<file path="src/rtl/sfr_pkg.sv">
// Shared types and constants for the streaming find-and-replace block.
package sfr_pkg;

  // Sizes
  localparam int unsigned ByteW       = 8;
  localparam int unsigned MaxPatBytes = 8;
  localparam int unsigned MaxRepBytes = 8;
  localparam int unsigned LenW        = 4;
  localparam int unsigned CfgDataW    = 64;
  localparam int unsigned CfgIdxW     = 2;
  localparam int unsigned WinW        = MaxPatBytes * ByteW;
  localparam int unsigned RepW        = MaxRepBytes * ByteW;
  localparam int unsigned JobW        = (WinW > RepW) ? WinW : RepW;
  localparam int unsigned FifoDepth   = 2;

  // Configuration register indexes
  typedef enum logic [CfgIdxW-1:0] {
    RegPatLen   = 2'd0,
    RegPatBytes = 2'd1,
    RegRepLen   = 2'd2,
    RegRepBytes = 2'd3
  } reg_idx_e;

  // One emit job: up to eight bytes, oldest in the low byte
  typedef struct packed {
    logic [JobW-1:0] bytes;
    logic [LenW-1:0] num;    // results in this job, 1..8
    logic            eot;    // job closes the text
    logic            blank;  // empty end marker, no data byte
  } job_t;

endpackage

</file>
<file path="src/rtl/sfr_front.sv">
// Front end: config registers, pending window, match check and job build.
module sfr_front (
  input  logic                          clk_i,
  input  logic                          rst_ni,
  input  logic                          cfg_we_i,
  input  logic [sfr_pkg::CfgIdxW-1:0]   cfg_idx_i,
  input  logic [sfr_pkg::CfgDataW-1:0]  cfg_wdata_i,
  input  logic                          in_valid_i,
  output logic                          in_ready_o,
  input  logic [sfr_pkg::ByteW-1:0]     text_byte_i,
  input  logic                          end_of_text_i,
  input  logic                          fifo_full_i,
  output logic                          push_o,
  output sfr_pkg::job_t                 job_o
);

  localparam int unsigned LenW = sfr_pkg::LenW;
  localparam int unsigned NPat = sfr_pkg::MaxPatBytes;
  localparam int unsigned BW   = sfr_pkg::ByteW;

  // Configuration registers
  logic [LenW-1:0]              pat_len_q;
  logic [sfr_pkg::CfgDataW-1:0] pat_q;
  logic [LenW-1:0]              rep_len_q;
  logic [sfr_pkg::CfgDataW-1:0] rep_q;

  // Pending window
  logic [NPat-1:0][BW-1:0] win_q, win_d, w, win_sh;
  logic [LenW-1:0]         cnt_q, cnt_d;

  logic [LenW-1:0] len_eff, rep_eff, cnt_use, cnt_p1;
  logic            fire, full, match;
  sfr_pkg::job_t   job;

  assign in_ready_o = !fifo_full_i;
  assign fire       = in_valid_i && in_ready_o;

  // Clamp lengths into range
  always_comb begin
    if (pat_len_q == '0) begin
      len_eff = LenW'(1);
    end else if (pat_len_q > LenW'(NPat)) begin
      len_eff = LenW'(NPat);
    end else begin
      len_eff = pat_len_q;
    end
    if (rep_len_q > LenW'(sfr_pkg::MaxRepBytes)) begin
      rep_eff = LenW'(sfr_pkg::MaxRepBytes);
    end else begin
      rep_eff = rep_len_q;
    end
  end

  // Append the new byte and compare against the pattern
  always_comb begin
    cnt_use = (cnt_q >= len_eff) ? '0 : cnt_q;
    cnt_p1  = cnt_use + LenW'(1);
    full    = (cnt_p1 == len_eff);
    w       = win_q;
    w[cnt_use[$clog2(NPat > 1 ? NPat : 2)-1:0]] = text_byte_i;
    match   = 1'b1;
    for (int k = 0; k < NPat; k++) begin
      if ((LenW'(k) < len_eff) && (w[k] != pat_q[k*BW +: BW])) begin
        match = 1'b0;
      end
    end
    for (int k = 0; k < NPat - 1; k++) begin
      win_sh[k] = w[k+1];
    end
    win_sh[NPat-1] = w[NPat-1];
  end

  // Decide what this item emits and what stays pending
  always_comb begin
    job.eot   = end_of_text_i;
    job.blank = 1'b0;
    win_d     = w;
    if (full && match) begin
      job.bytes = sfr_pkg::JobW'(rep_q[sfr_pkg::RepW-1:0]);
      job.num   = rep_eff;
      cnt_d     = '0;
    end else if (full) begin
      job.bytes = sfr_pkg::JobW'(w);
      job.num   = end_of_text_i ? len_eff : LenW'(1);
      cnt_d     = end_of_text_i ? '0 : len_eff - LenW'(1);
      win_d     = win_sh;
    end else begin
      job.bytes = sfr_pkg::JobW'(w);
      job.num   = end_of_text_i ? cnt_p1 : '0;
      cnt_d     = end_of_text_i ? '0 : cnt_p1;
    end
    // Text ends with nothing to show: send the empty marker
    if (end_of_text_i && (job.num == '0)) begin
      job.bytes = '0;
      job.num   = LenW'(1);
      job.blank = 1'b1;
    end
  end

  assign push_o = fire && (job.num != '0);
  assign job_o  = job;

  // Control and config state
  always_ff @(posedge clk_i or negedge rst_ni) begin
    if (!rst_ni) begin
      pat_len_q <= LenW'(1);
      pat_q     <= '0;
      rep_len_q <= '0;
      rep_q     <= '0;
      cnt_q     <= '0;
    end else begin
      // a pattern length write empties the window
      if (cfg_we_i && (cfg_idx_i == sfr_pkg::RegPatLen)) begin
        cnt_q <= '0;
      end else if (fire) begin
        cnt_q <= cnt_d;
      end
      if (cfg_we_i) begin
        case (cfg_idx_i)
          sfr_pkg::RegPatLen:   pat_len_q <= cfg_wdata_i[LenW-1:0];
          sfr_pkg::RegPatBytes: pat_q     <= cfg_wdata_i;
          sfr_pkg::RegRepLen:   rep_len_q <= cfg_wdata_i[LenW-1:0];
          sfr_pkg::RegRepBytes: rep_q     <= cfg_wdata_i;
          default: ;
        endcase
      end
    end
  end

  // Window bytes, no reset
  always_ff @(posedge clk_i) begin
    if (fire) begin
      win_q <= win_d;
    end
  end

endmodule

</file>
<file path="src/rtl/sfr_fifo.sv">
// Short job queue between front and back end.
module sfr_fifo (
  input  logic          clk_i,
  input  logic          rst_ni,
  input  logic          push_i,
  input  sfr_pkg::job_t push_data_i,
  output logic          full_o,
  input  logic          pop_i,
  output sfr_pkg::job_t pop_data_o,
  output logic          empty_o
);

  localparam int unsigned Depth = sfr_pkg::FifoDepth;
  localparam int unsigned PtrW  = (Depth > 1) ? $clog2(Depth) : 1;
  localparam int unsigned CntW  = $clog2(Depth + 1);

  sfr_pkg::job_t   mem_q [Depth];
  logic [PtrW-1:0] wr_ptr_q, rd_ptr_q;
  logic [CntW-1:0] cnt_q;
  logic            do_push, do_pop;

  assign full_o     = (cnt_q == CntW'(Depth));
  assign empty_o    = (cnt_q == '0);
  assign do_push    = push_i && !full_o;
  assign do_pop     = pop_i && !empty_o;
  assign pop_data_o = mem_q[rd_ptr_q];

  // Pointers and fill count
  always_ff @(posedge clk_i or negedge rst_ni) begin
    if (!rst_ni) begin
      wr_ptr_q <= '0;
      rd_ptr_q <= '0;
      cnt_q    <= '0;
    end else begin
      if (do_push) begin
        wr_ptr_q <= (wr_ptr_q == PtrW'(Depth - 1)) ? '0 : wr_ptr_q + PtrW'(1);
      end
      if (do_pop) begin
        rd_ptr_q <= (rd_ptr_q == PtrW'(Depth - 1)) ? '0 : rd_ptr_q + PtrW'(1);
      end
      if (do_push && !do_pop) begin
        cnt_q <= cnt_q + CntW'(1);
      end else if (do_pop && !do_push) begin
        cnt_q <= cnt_q - CntW'(1);
      end
    end
  end

  // Storage
  always_ff @(posedge clk_i) begin
    if (do_push) begin
      mem_q[wr_ptr_q] <= push_data_i;
    end
  end

endmodule

</file>
<file path="src/rtl/sfr_back.sv">
// Back end: plays out one job a result at a time on the output channel.
module sfr_back (
  input  logic                      clk_i,
  input  logic                      rst_ni,
  input  logic                      fifo_empty_i,
  input  sfr_pkg::job_t             job_i,
  output logic                      pop_o,
  output logic                      out_valid_o,
  input  logic                      out_ready_i,
  output logic [sfr_pkg::ByteW-1:0] out_byte_o,
  output logic                      byte_valid_o,
  output logic                      last_of_run_o,
  output logic                      text_done_o
);

  localparam int unsigned LenW = sfr_pkg::LenW;

  logic                     act_q;
  logic [sfr_pkg::JobW-1:0] bytes_q;
  logic [LenW-1:0]          left_q;
  logic                     eot_q, blank_q;
  logic                     last, load;

  assign last = (left_q == LenW'(1));
  assign load = !fifo_empty_i && (!act_q || (out_ready_i && last));
  assign pop_o = load;

  // Result fields from the held job
  assign out_valid_o   = act_q;
  assign out_byte_o    = blank_q ? '0 : bytes_q[sfr_pkg::ByteW-1:0];
  assign byte_valid_o  = !blank_q;
  assign last_of_run_o = last;
  assign text_done_o   = last && eot_q;

  // Busy flag
  always_ff @(posedge clk_i or negedge rst_ni) begin
    if (!rst_ni) begin
      act_q <= 1'b0;
    end else if (load) begin
      act_q <= 1'b1;
    end else if (out_ready_i && last) begin
      act_q <= 1'b0;
    end
  end

  // Job payload: load a new job or step to the next byte
  always_ff @(posedge clk_i) begin
    if (load) begin
      bytes_q <= job_i.bytes;
      left_q  <= job_i.num;
      eot_q   <= job_i.eot;
      blank_q <= job_i.blank;
    end else if (act_q && out_ready_i && !last) begin
      bytes_q <= bytes_q >> sfr_pkg::ByteW;
      left_q  <= left_q - LenW'(1);
    end
  end

endmodule

</file>
<file path="src/rtl/stream_find_replace.sv">
// An item's first result reaches the output after passing the job queue and
// the back end's job register. Throughput: one item per cycle while out_ready_i
// is high and each item yields at most one result; an item that yields several
// results holds the output until all are taken, and in_ready_o drops once the
// two-entry job queue fills behind it.
// Reset (rst_ni low, async): window empty, queue empty, output idle,
// pattern length 1, replacement length 0, pattern and replacement bytes 0.
module stream_find_replace (
  input  logic                          clk_i,
  input  logic                          rst_ni,
  input  logic                          cfg_we_i,
  input  logic [sfr_pkg::CfgIdxW-1:0]   cfg_idx_i,
  input  logic [sfr_pkg::CfgDataW-1:0]  cfg_wdata_i,
  input  logic                          in_valid_i,
  output logic                          in_ready_o,
  input  logic [sfr_pkg::ByteW-1:0]     text_byte_i,
  input  logic                          end_of_text_i,
  output logic                          out_valid_o,
  input  logic                          out_ready_i,
  output logic [sfr_pkg::ByteW-1:0]     out_byte_o,
  output logic                          byte_valid_o,
  output logic                          last_of_run_o,
  output logic                          text_done_o
);

  logic          push, pop, full, empty;
  sfr_pkg::job_t push_job, pop_job;

  // Classify items into jobs
  sfr_front u_front (
    .clk_i         (clk_i),
    .rst_ni        (rst_ni),
    .cfg_we_i      (cfg_we_i),
    .cfg_idx_i     (cfg_idx_i),
    .cfg_wdata_i   (cfg_wdata_i),
    .in_valid_i    (in_valid_i),
    .in_ready_o    (in_ready_o),
    .text_byte_i   (text_byte_i),
    .end_of_text_i (end_of_text_i),
    .fifo_full_i   (full),
    .push_o        (push),
    .job_o         (push_job)
  );

  // Job queue
  sfr_fifo u_fifo (
    .clk_i       (clk_i),
    .rst_ni      (rst_ni),
    .push_i      (push),
    .push_data_i (push_job),
    .full_o      (full),
    .pop_i       (pop),
    .pop_data_o  (pop_job),
    .empty_o     (empty)
  );

  // Emit results
  sfr_back u_back (
    .clk_i         (clk_i),
    .rst_ni        (rst_ni),
    .fifo_empty_i  (empty),
    .job_i         (pop_job),
    .pop_o         (pop),
    .out_valid_o   (out_valid_o),
    .out_ready_i   (out_ready_i),
    .out_byte_o    (out_byte_o),
    .byte_valid_o  (byte_valid_o),
    .last_of_run_o (last_of_run_o),
    .text_done_o   (text_done_o)
  );

endmodule

</file>
<file path="config.mk">
export PLATFORM = sky130hd
export DESIGN_NAME = stream_find_replace
export DESIGN_NICKNAME = d
export VERILOG_FILES = /design/src/rtl/sfr_pkg.sv /design/src/rtl/sfr_front.sv /design/src/rtl/sfr_fifo.sv /design/src/rtl/sfr_back.sv /design/src/rtl/stream_find_replace.sv
export SDC_FILE = /design/constraint.sdc
export NUM_CORES = 1
export LEC_CHECK = 0
export BUFFER_PORTS_ARGS = -buffer_cell sky130_fd_sc_hd__buf_2
export CAP_MARGIN = 25
export CELL_PAD_IN_SITES_DETAIL_PLACEMENT = 1
export CELL_PAD_IN_SITES_GLOBAL_PLACEMENT = 2
export CORE_MARGIN = 2
export CORE_UTILIZATION = 45
export DETAILED_ROUTE_END_ITERATION = 10
export GPL_TIMING_DRIVEN = 0
export PLACE_DENSITY_LB_ADDON = 0.12
export SLEW_MARGIN = 20
export SYNTH_ARGS = -nofsm -noshare
export SYNTH_HDL_FRONTEND = slang
export SYNTH_HIERARCHICAL = 1
export SYNTH_SLANG_ARGS = --single-unit
</file>
<file path="constraint.sdc">
create_clock -name clk_i -period 11.8 [get_ports clk_i]
set_clock_uncertainty 0.15 [all_clocks]
set_input_delay 0 -clock clk_i [delete_from_list [all_inputs] [get_ports clk_i]]
set_output_delay 0 -clock clk_i [all_outputs]
set_load 0.03 [all_outputs]
</file>
==> flow_metrics.env <==
export IMPL_grt_use_met1_pct=40.62
export IMPL_vias_per_cell=5.966
export IMPL_clkTransAtPathRegs_ns=0.06
export IMPL_status="finished clean"
export IMPL_ctsHoldBuffers=81
export IMPL_nNetsFinal=1967
export IMPL_antenna_found_initial=1
export IMPL_gr_max_usage_layer="met2"
export IMPL_critPathRequiredTime_ns=11.95
export IMPL_htreeDepth=2
export IMPL_netlist_top_cells_area="edfxtp_1 (38%), dfrtp_1 (17%), mux2_2 (11%)"
export IMPL_hold_class="primary input to flip-flop"
export IMPL_fp_row_count=80
export IMPL_initial_utilization_pct=45.38
export IMPL_synth_cells=1648
export IMPL_cts_buffers=47
export IMPL_grt_pass1_vias=15820
export IMPL_worstPathArrival_ns=7.78
export IMPL_grt_ovfl_total=0
export IMPL_ys_seq_area_share_pct=54.96
export IMPL_first_pass_iters=5
export IMPL_postCtsSetupRepairBufs=0
export IMPL_synth_area_per_cell_sq_um=13.09
export IMPL_cts_resized=0
export IMPL_power_density_nw_per_um2=250.8
export IMPL_synth_top_cell_by_area="edfxtp_1"
export IMPL_grt_max_degree=78
export IMPL_async_flop_share_pct=34.61
export IMPL_synth_top_flop_cell="edfxtp_1"
export IMPL_grt_util_met2_pct=47.28
export IMPL_wl_per_cell_microns=28.61
export IMPL_hold_viol=0
export IMPL_crit_slowest_cell="clkbuf_1"
export IMPL_clk_latency_ns=0.62
export IMPL_syn_to_final_growth_pct=17.94
export IMPL_ir_drop_mv=0.1107
export IMPL_max_slew_margin_pct=29.48
export IMPL_core_sq_um=47550
export IMPL_clockBufferDepth=3
export IMPL_die_y_microns=223.0
export IMPL_synthDominantCellAreaShare_pct=38.14
export IMPL_yosys_top_cells_count="edfxtp_1 (274), mux2_2 (211), dfrtp_1 (144)"
export IMPL_crit_path_end_kind="flip-flop"
export IMPL_grt_first_pass_wirelength_microns=106300
export IMPL_synth_most_common_cell="edfxtp_1"
export IMPL_seq_area_sq_um=11860
export IMPL_crit_type="flip-flop to flip-flop"
export IMPL_path_cells="nor2_1 > o21ai_0 > inv_1 > ha_1 > nor3b_4 > o211ai_2 > inv_2 > clkbuf_1 > clkbuf_1 > ha_1 > xnor2_1 > a211o_1 > a211oi_4 > buf_2 > buf_2 > o31ai_1 > a21oi_1 > nand2_1 > nor2_4 > buf_16"
export IMPL_tns_ns=0
export IMPL_fp_dieW_microns=223.0
export IMPL_synth_edf_count=274
export IMPL_first_iter_violations=1351
export IMPL_syn_num_nets=1739
export IMPL_cpPeakStageDelay_ns=0.57
export IMPL_timing_max_cap_violations=0
export IMPL_globalplace_congestion=0.9090
export IMPL_drc_errors=0
export IMPL_multi_input_area_sq_um=8935
export IMPL_cts_tree="done"
export IMPL_cp_max_fo=20
export IMPL_postRouteAntennaNets=0
export IMPL_finalSetupViolations=0
export IMPL_slew_viol_final=0
export IMPL_cp_start_kind="flip-flop"
export IMPL_cts_root_buf="clkbuf_16"
export IMPL_power_uw=6381
export IMPL_boundaryPins=93
export IMPL_grt_use_met3_pct=3.714
export IMPL_routed_wl_microns=72450
export IMPL_n_fill_cell=4818
export IMPL_num_vias=15110
export IMPL_grt_util_all_layers_pct=29.33
export IMPL_whs_ns=0.02101
export IMPL_dp_hpwl_microns=52870
export IMPL_cts_sinks=419
export IMPL_synth_distinct_cells=77
export IMPL_fin_crit_ns=7.634
export IMPL_power_leakage_uw=0.009754
export IMPL_fin_crit_sh_pct=64.70
export IMPL_drive_gt1_share_pct=29.09
export IMPL_synth_warnings=6
export IMPL_ys_ff_latch=419
export IMPL_max_freq_mhz=131.0
export IMPL_synth_area_sq_um=21570
export IMPL_numPortBuffers=84
export IMPL_dieArea_sq_um=49710
export IMPL_rsz0062_at_grt="false"
export IMPL_worst_pin_slew_ns=1.058
final cells by class:
class                           instances  area share [%]
Sequential cell                       419           46.60
Antenna cell                            2         0.01967
Clock inverter                         25          0.7917
Tap cell                              615           3.024
Clock buffer                           63           5.183
Buffer                                115           2.724
Multi-Input combinational cell       1082           35.11
Timing Repair Buffer                  179           6.063
Inverter                               32          0.4819
report_power, final:
part | internal, uW | switching, uW | total [uW]
Sequential | 2200 | 253 | 2450
Clock | 815 | 633 | 1450
Combinational | 965 | 1520 | 2480
Total | 3980 | 2410 | 6380
logic make-up (layout without fill, tap and decap cells):
logic type                 after synthesis  count (layout)  synth area share, %
other                                    0               2                    0
xor gates and xnor gates               121             121                4.982
and+or+nand+nor                        420             420                10.87
AOI/OAI and AO/OA                      242             242                8.607
adders and majority gates               11              11               0.6379
muxes                                  288             288                16.19
DFF                                    419             419                54.96
buffers and inverters                  147             414                3.758
state kept, by name (all words and copies together), names as in the netlist, 4 cells and up:
name,cells
u_front/rep_len_q,4
u_back/left_q,4
u_front/pat_len_q,4
u_front/pat_q,64
u_front/cnt_q,4
u_front/win_q,64
u_back/bytes_q,64
u_front/rep_q,64
u_fifo/mem_q,140
critical path: cells and delay by family, from the launching register on:
| family | cells | cell delay (ns) |
|---|---|---|
| buffers and inverters | 7 | 2.50 |
| AO/OA/AOI/OAI | 6 | 2.11 |
| AND/OR/NAND/NOR | 4 | 1.16 |
| adder cells (fa/ha/maj) | 2 | 0.71 |
| flip-flops | 1 | 0.45 |
| XOR/XNOR | 1 | 0.18 |
worst paths after layout:
kind	slack, ns	start	endpoint	cells after the start
worst min-delay path	0.02	cfg_wdata_i[18]	u_front/pat_q[18]	3
min in group asynchronous	0.37	rst_ni	u_front/pat_len_q[0]	3
worst min register to register	0.36	u_front/pat_q[26]	u_front/pat_q[26]	1
worst max-delay path	4.17	u_front/pat_len_q[2]	u_fifo/mem_q[0][67]	20
max in group asynchronous	10.68	rst_ni	u_fifo/cnt_q[0]	4
worst max register to register	4.17	u_front/pat_len_q[2]	u_fifo/mem_q[0][67]	20
metal layers:
metal	up-vias	part of all wire, %
li1	6682	-
met1	7754	44
met2	527	47
met3	143	5.2
met4	0	3.8
met5	-	0
metrics by stage:
| step | cell area, sq um | setup WS, ns | utilization [%] | std cells |
|---|---|---|---|---|
| after floorplan | 21570 | 4.226 | - | 1648 |
| after global placement | 22760 | 0.3439 | 47.88 | 2347 |
| after detailed placement | 23090 | 4.324 | 48.57 | 2361 |
| after CTS | 25440 | 4.325 | 53.51 | 2530 |
| after global routing | 25440 | 3.883 | 53.51 | 2530 |
| final | 25450 | 4.166 | 53.52 | 2532 |
placed cells by master, fill, tap and decap left out, types with 13 or more instances in the layout:
master,instances
edfxtp_1,274
mux2_2,211
dfrtp_1,144
buf_2,107
nor3_1,89
dlygate4sd3_1,80
nand2_1,75
mux2_4,69
clkbuf_1,67
xor2_1,60
xnor2_1,60
nor2_1,57
clkbuf_16,49
o211ai_1,48
o221ai_1,46
and3_1,44
a211oi_1,44
and2_1,40
a21oi_1,30
inv_1,29
nor2b_1,28
nor3_2,17
buf_6,16
nand4_1,15
o21ai_0,14
nor4_1,13
Power figures use the tool's default switching activity.
